[config.mk]
export PLATFORM = sky130hd
export DESIGN_NAME = dmpm_count
export DESIGN_NICKNAME = d
export VERILOG_FILES = /design/src/sv/dmpm_pkg.sv /design/src/sv/dmpm_count.sv
export SDC_FILE = /design/constraint.sdc
export NUM_CORES = 1
export LEC_CHECK = 0
export ABC_AREA = 1
export BUFFER_PORTS_ARGS = -buffer_cell sky130_fd_sc_hd__buf_2
export CORE_MARGIN = 2
export CORE_UTILIZATION = 40
export CTS_CLUSTER_DIAMETER = 120
export CTS_CLUSTER_SIZE = 12
export DETAILED_ROUTE_END_ITERATION = 8
export MAX_ROUTING_LAYER = met4
export PLACE_DENSITY = 0.62
export SETUP_SLACK_MARGIN = 0.2
export SYNTH_ARGS = -nofsm -noshare
export SYNTH_HDL_FRONTEND = slang
export SYNTH_SLANG_ARGS = --single-unit
[constraint.sdc]
create_clock -name clk -period 4.7 [get_ports clk]
set_input_delay 0.94 -clock clk [delete_from_list [all_inputs] [get_ports clk]]
set_output_delay 0.94 -clock clk [all_outputs]
set_load 0.03 [all_outputs]
[src/sv/dmpm_pkg.sv]
// ----------------------------------------------------------------------------
// dmpm_pkg
// shared constants, types and symbol compare helpers for the mismatch matcher
// ----------------------------------------------------------------------------
package dmpm_pkg;

    localparam int PATTERN_MAX = 64;
    localparam int CELL_IDX_W  = (PATTERN_MAX > 1) ? $clog2(PATTERN_MAX) : 1;
    localparam int LEN_W       = $clog2(PATTERN_MAX + 1);
    localparam int GROUP_SIZE  = 8;
    localparam int N_GROUPS    = (PATTERN_MAX + GROUP_SIZE - 1) / GROUP_SIZE;
    localparam int PAD_W       = N_GROUPS * GROUP_SIZE;
    localparam int GROUP_CNT_W = $clog2(GROUP_SIZE + 1);

    localparam int ACTION_W   = 2;
    localparam int PIDX_W     = 6;
    localparam int SYM_W      = 8;
    localparam int POS_W      = 32;
    localparam int PLEN_W     = 7;
    localparam int ERR_W      = 6;
    localparam int SMODE_W    = 2;
    localparam int CFG_IDX_W  = 3;
    localparam int CFG_DATA_W = 8;

    typedef enum logic [ACTION_W-1:0] {
        ACT_LOAD_DIRECT = 2'd0,
        ACT_LOAD_COMP   = 2'd1,
        ACT_SEQUENCE    = 2'd2,
        ACT_RESTART     = 2'd3
    } action_t;

    typedef enum logic [CFG_IDX_W-1:0] {
        CFG_PATTERN_LEN = 3'd0,
        CFG_MAX_ERRORS  = 3'd1,
        CFG_STRAND_MODE = 3'd2,
        CFG_AMBIGUOUS   = 3'd3,
        CFG_SINGLE_SHOT = 3'd4
    } cfg_reg_t;

    localparam logic [SMODE_W-1:0] STRAND_DIRECT = 2'd0;
    localparam logic [SMODE_W-1:0] STRAND_COMP   = 2'd1;
    localparam logic [SMODE_W-1:0] STRAND_BOTH   = 2'd2;

    localparam logic [3:0] BASE_A    = 4'h1;
    localparam logic [3:0] BASE_C    = 4'h2;
    localparam logic [3:0] BASE_G    = 4'h4;
    localparam logic [3:0] BASE_T    = 4'h8;
    localparam logic [3:0] BASE_NONE = 4'h0;

    typedef struct packed {
        logic win_shift;
        logic pat_shift;
        logic wr_dir;
        logic wr_comp;
        logic ambiguous;
        logic active;
    } cell_ctrl_t;

    typedef struct packed {
        logic dir;
        logic comp;
    } mis_t;

    typedef struct packed {
        logic                  win_shift;
        logic [SYM_W-1:0]      win_sym;
        logic                  pat_shift;
        logic [SYM_W-1:0]      pat_dir;
        logic [SYM_W-1:0]      pat_comp;
        logic                  wr_dir;
        logic                  wr_comp;
        logic [CELL_IDX_W-1:0] wr_cell;
        logic [SYM_W-1:0]      wr_sym;
        logic                  ambiguous;
        logic [LEN_W-1:0]      base;
    } row_ctrl_t;

    typedef struct packed {
        logic valid;
        logic dir_ok;
        logic comp_ok;
    } hit_t;

    function automatic logic [3:0] iupac_mask(input logic [SYM_W-1:0] c);
        logic [3:0] m;
        case (c)
            "A":     m = BASE_A;
            "C":     m = BASE_C;
            "G":     m = BASE_G;
            "T":     m = BASE_T;
            "M":     m = BASE_A | BASE_C;
            "R":     m = BASE_A | BASE_G;
            "W":     m = BASE_A | BASE_T;
            "S":     m = BASE_C | BASE_G;
            "Y":     m = BASE_C | BASE_T;
            "K":     m = BASE_G | BASE_T;
            "V":     m = BASE_A | BASE_C | BASE_G;
            "H":     m = BASE_A | BASE_C | BASE_T;
            "D":     m = BASE_A | BASE_G | BASE_T;
            "B":     m = BASE_C | BASE_G | BASE_T;
            "N":     m = BASE_A | BASE_C | BASE_G | BASE_T;
            default: m = BASE_NONE;
        endcase
        return m;
    endfunction

    function automatic logic symbols_agree(input logic [SYM_W-1:0] a,
                                           input logic [SYM_W-1:0] b,
                                           input logic             amb);
        logic r;
        if (amb)
            r = |(iupac_mask(a) & iupac_mask(b));
        else
            r = (a == b);
        return r;
    endfunction

endpackage

[src/sv/dmpm_count.sv]
// ----------------------------------------------------------------------------
// dmpm_count
// two-stage registered mismatch count per strand and threshold compare
// ----------------------------------------------------------------------------
module dmpm_count import dmpm_pkg::*; (
    input  logic                   clk,
    input  logic                   rst_n,
    input  logic                   in_valid,
    input  logic [PATTERN_MAX-1:0] mis_dir,
    input  logic [PATTERN_MAX-1:0] mis_comp,
    input  logic [ERR_W-1:0]       max_errors,
    output hit_t                   hit
);

    logic [PAD_W-1:0]       pad_dir;
    logic [PAD_W-1:0]       pad_comp;
    logic [GROUP_CNT_W-1:0] grp_dir_reg  [N_GROUPS];
    logic [GROUP_CNT_W-1:0] grp_comp_reg [N_GROUPS];
    logic [GROUP_CNT_W-1:0] grp_dir_next [N_GROUPS];
    logic [GROUP_CNT_W-1:0] grp_comp_next[N_GROUPS];
    logic [LEN_W-1:0]       tot_dir;
    logic [LEN_W-1:0]       tot_comp;
    logic                   valid_a_reg;
    hit_t                   hit_reg, hit_next;

    assign pad_dir  = PAD_W'(mis_dir);
    assign pad_comp = PAD_W'(mis_comp);

    // stage a: popcount of each group of eight cells
    always_comb
    begin
        for (int g = 0; g < N_GROUPS; g++)
        begin
            grp_dir_next[g]  = '0;
            grp_comp_next[g] = '0;
            for (int b = 0; b < GROUP_SIZE; b++)
            begin
                grp_dir_next[g]  = grp_dir_next[g]
                                 + GROUP_CNT_W'(pad_dir[g*GROUP_SIZE + b]);
                grp_comp_next[g] = grp_comp_next[g]
                                 + GROUP_CNT_W'(pad_comp[g*GROUP_SIZE + b]);
            end
        end
    end

    // stage b: sum of groups and compare with allowed errors
    always_comb
    begin
        tot_dir  = '0;
        tot_comp = '0;
        for (int g = 0; g < N_GROUPS; g++)
        begin
            tot_dir  = tot_dir  + LEN_W'(grp_dir_reg[g]);
            tot_comp = tot_comp + LEN_W'(grp_comp_reg[g]);
        end
        hit_next.valid   = valid_a_reg;
        hit_next.dir_ok  = (32'(tot_dir)  <= 32'(max_errors));
        hit_next.comp_ok = (32'(tot_comp) <= 32'(max_errors));
    end

    always_ff @(posedge clk)
    begin
        for (int g = 0; g < N_GROUPS; g++)
        begin
            grp_dir_reg[g]  <= grp_dir_next[g];
            grp_comp_reg[g] <= grp_comp_next[g];
        end
    end

    always_ff @(posedge clk or negedge rst_n)
    begin
        if (!rst_n)
        begin
            valid_a_reg <= 1'b0;
            hit_reg     <= '0;
        end
        else
        begin
            valid_a_reg <= in_valid;
            hit_reg     <= hit_next;
        end
    end

    assign hit = hit_reg;

endmodule

==> metrics.cfg <==
[critical_path]
start_kind = register
timing.rr.start = grp_comp_reg[1][2]$_DFF_P_
critical_path_class = reg2reg
r2r-end = hit[0]$_DFF_PN0_
slowest_stage = fa_1
reg2regPathDepth = 15
crit_chain = inv_1 > fa_1 > inv_1 > fa_1 > fa_1 > fa_1 > ha_1 > inv_1 > fa_1 > xnor2_1 > ha_1 > and3_1 > nand2_1 > nand2_1 > nand2_1
crit_fanout = 2
critPathRequiredTime_ns = 4.91
crit_top_cell = fa_1
rrSetupSlack_ns = 0.68
crit_path_end_kind = register
cpPeakStageDelay_ns = 0.55
cp_data_arrival_time_ns = 4.23

[global_routing]
antenna_found_initial = 0
grt_max_degree = 13
grtUsageTotal = 0.1457
grt_pass1_vias = 4410
overflow = 0
grt_pass1_wl_um = 18320

[clock_tree]
clk_pin_slew_ns = 0.06
clkLatencyLatePin_ns = 0.32
post-cts-setup-buffers = 0
clkSinkCount = 68
cts_buffers = 9
cts_max_level = 3
cts_root_buf = clkbuf_16
cts_hold_buffers = 0
cts_resized = 0
cts_tree = built
clockBufferDepth = 2

[sta]
max_freq_mhz = 248.7
worst_slack_ns = 0.6790
fin_crit_sh = 0.8555
setup_tns_ns = 0
relSlewSlack = 0.8744
hold_viol = 0
worst_slew_pin_slew_ns = 0.1878
fin_worst_skew_ns = 0.004641
rsz0062_at_grt = no
finalMaxSlewViolations = 0
post-route-min-period_ns = 4.021
setup_viol_count_final = 0

[outcome]
status = complete, no violations

[drt]
drc = 0
wl_um = 9914
viasPerCell = 4.184
postRouteAntennaNets = 0
wl_per_cell_um = 10.78
drtIter0Drc = 108
dr.pass1.iters = 4
num_vias = 3849

[place]
hpwl_um = 9142
dp.cells = 905
place_congestion = 0.7459
io_buffers = 139
dp_slack_ns = 0.6661

[hold_path]
hold_end = hit[2]$_DFF_PN0_
hold_class = reg2reg
hold_depth = 0
hp-start = valid_a_reg$_DFF_PN0_

[logic_synthesis]
ys_types = 14
synth_largest_area_cell = fa_1
avgSynthCellArea_sq_um = 10.15
synth_xor_area_frac = 0.02965
synth_area_leaders = fa_1, dfxtp_1, ha_1, inv_1, nand2_1
synth_compound_area_frac = 0.006353
synthAdderAreaFrac = 0.5294
synth_nets = 903
synth_area_sq_um = 5908
synth_cells = 582
synth_top_family_by_area = adder cells
synth_mux_area_frac = 0
ys_warn_count = 0
synth-seq-area-share = 0.2338
synth_top_area_share = 0.3727
yosys.area_share.simple = 0.05972
ys_seq_elements = 68

[cells_and_area]
final_common_cell = inv_1
n_antenna_cell = 0
drive_above_1_share = 0.2120
area_growth_pct = 20.58
final_cells = 920
regArea_sq_um = 1381
layout_common_cells = inv_1, buf_2, fa_1
fin_util = 0.4921
fin_nets = 1053
n_fill_cell = 1336
multi_input_comb_area_sq_um = 3694

[floorplan]
start_util = 0.4081
die_w_um = 125.5
core-area_sq_um = 14480
rows = 44
die-area_sq_um = 15760
ioPinCount = 140
dieHeight_um = 125.5

[flow_run]
maxCapViolCount = 0

worst max-delay path, delay by kind of cell (launching register included):
| family | cells | cell delay [ns] |
|---|---|---|
| XOR/XNOR | 1 | 0.15 |
| adder cells (fa/ha/maj) | 7 | 2.96 |
| buffers and inverters | 3 | 0.17 |
| flip-flops | 1 | 0.30 |
| AND/OR/NAND/NOR | 4 | 0.33 |
stage by stage:
| step | instance area [sq um] | hold slack (ns) |
|---|---|---|
| 6_report | 7124 | 0.3534 |
| 5_1_grt | 7124 | 0.3744 |
| 4_1_cts | 7124 | 0.3610 |
| 3_5_place_dp | 6834 | 0.3544 |
| 3_3_place_gp | 6834 | 0.3374 |
| 2_1_floorplan | 5908 | 0.3312 |
final cells by class:
class	instances	share of cell area
inverter	222	0.1170
multi-input combinational	292	0.5184
clock buffer	9	0.03161
clock inverter	6	0.009132
timing repair buffer	139	0.09765
sequential	68	0.1939
tap	184	0.03231
per-layer routing:
layer	vias up	wire length [um]	track usage	part of all wire
met1	1824	4582	0.1845	0.46
met2	83	4829	0.2439	0.49
li1	1937	-	-	-
met3	5	393	0.02353	0.040
met4	0	108	0.03856	0.011
met5	-	0	-	0
synth_stat cells:
master and n:
inv_1 222, fa_1 110, ha_1 74, dfxtp_1 64
nand2_1 52, nand3_1 22, xor2_1 15, xnor2_1 5
a21oi_1 4, and3_1 4, dfrtp_1 4, a21oi_2 2
nand3b_1 2, nor2_1 2
kinds of logic (layout without fill, tap and decap cells):
kind of cell	Yosys count	in the layout
and+or+nand+nor	82	82
buffers and inverters	222	376
DFF	68	68
adders and majority gates	184	184
AOI/OAI and AO/OA	6	6
xor gates and xnor gates	20	20
worst max-delay path by stage:
| stage | endpoint | depth (start not counted) | slack (ns) | start |
|---|---|---|---|---|
| after floorplan | hit[0]$_DFF_PN0_ | 15 | 0.84 | grp_comp_reg[1][2]$_DFF_P_ |
| after detailed placement | hit[0]$_DFF_PN0_ | 15 | 0.67 | grp_comp_reg[1][2]$_DFF_P_ |
| after global placement | hit[0]$_DFF_PN0_ | 18 | 0.76 | grp_comp_reg[1][2]$_DFF_P_ |
| after CTS | hit[0]$_DFF_PN0_ | 18 | 0.66 | grp_comp_reg[1][2]$_DFF_P_ |
| after global routing | hit[1]$_DFF_PN0_ | 18 | 0.46 | grp_dir_reg[0][2]$_DFF_P_ |
| final | hit[0]$_DFF_PN0_ | 15 | 0.68 | grp_comp_reg[1][2]$_DFF_P_ |
Power is not shown: default switching activity piles up to over one toggle a cycle in this logic, so the estimate is an artifact.
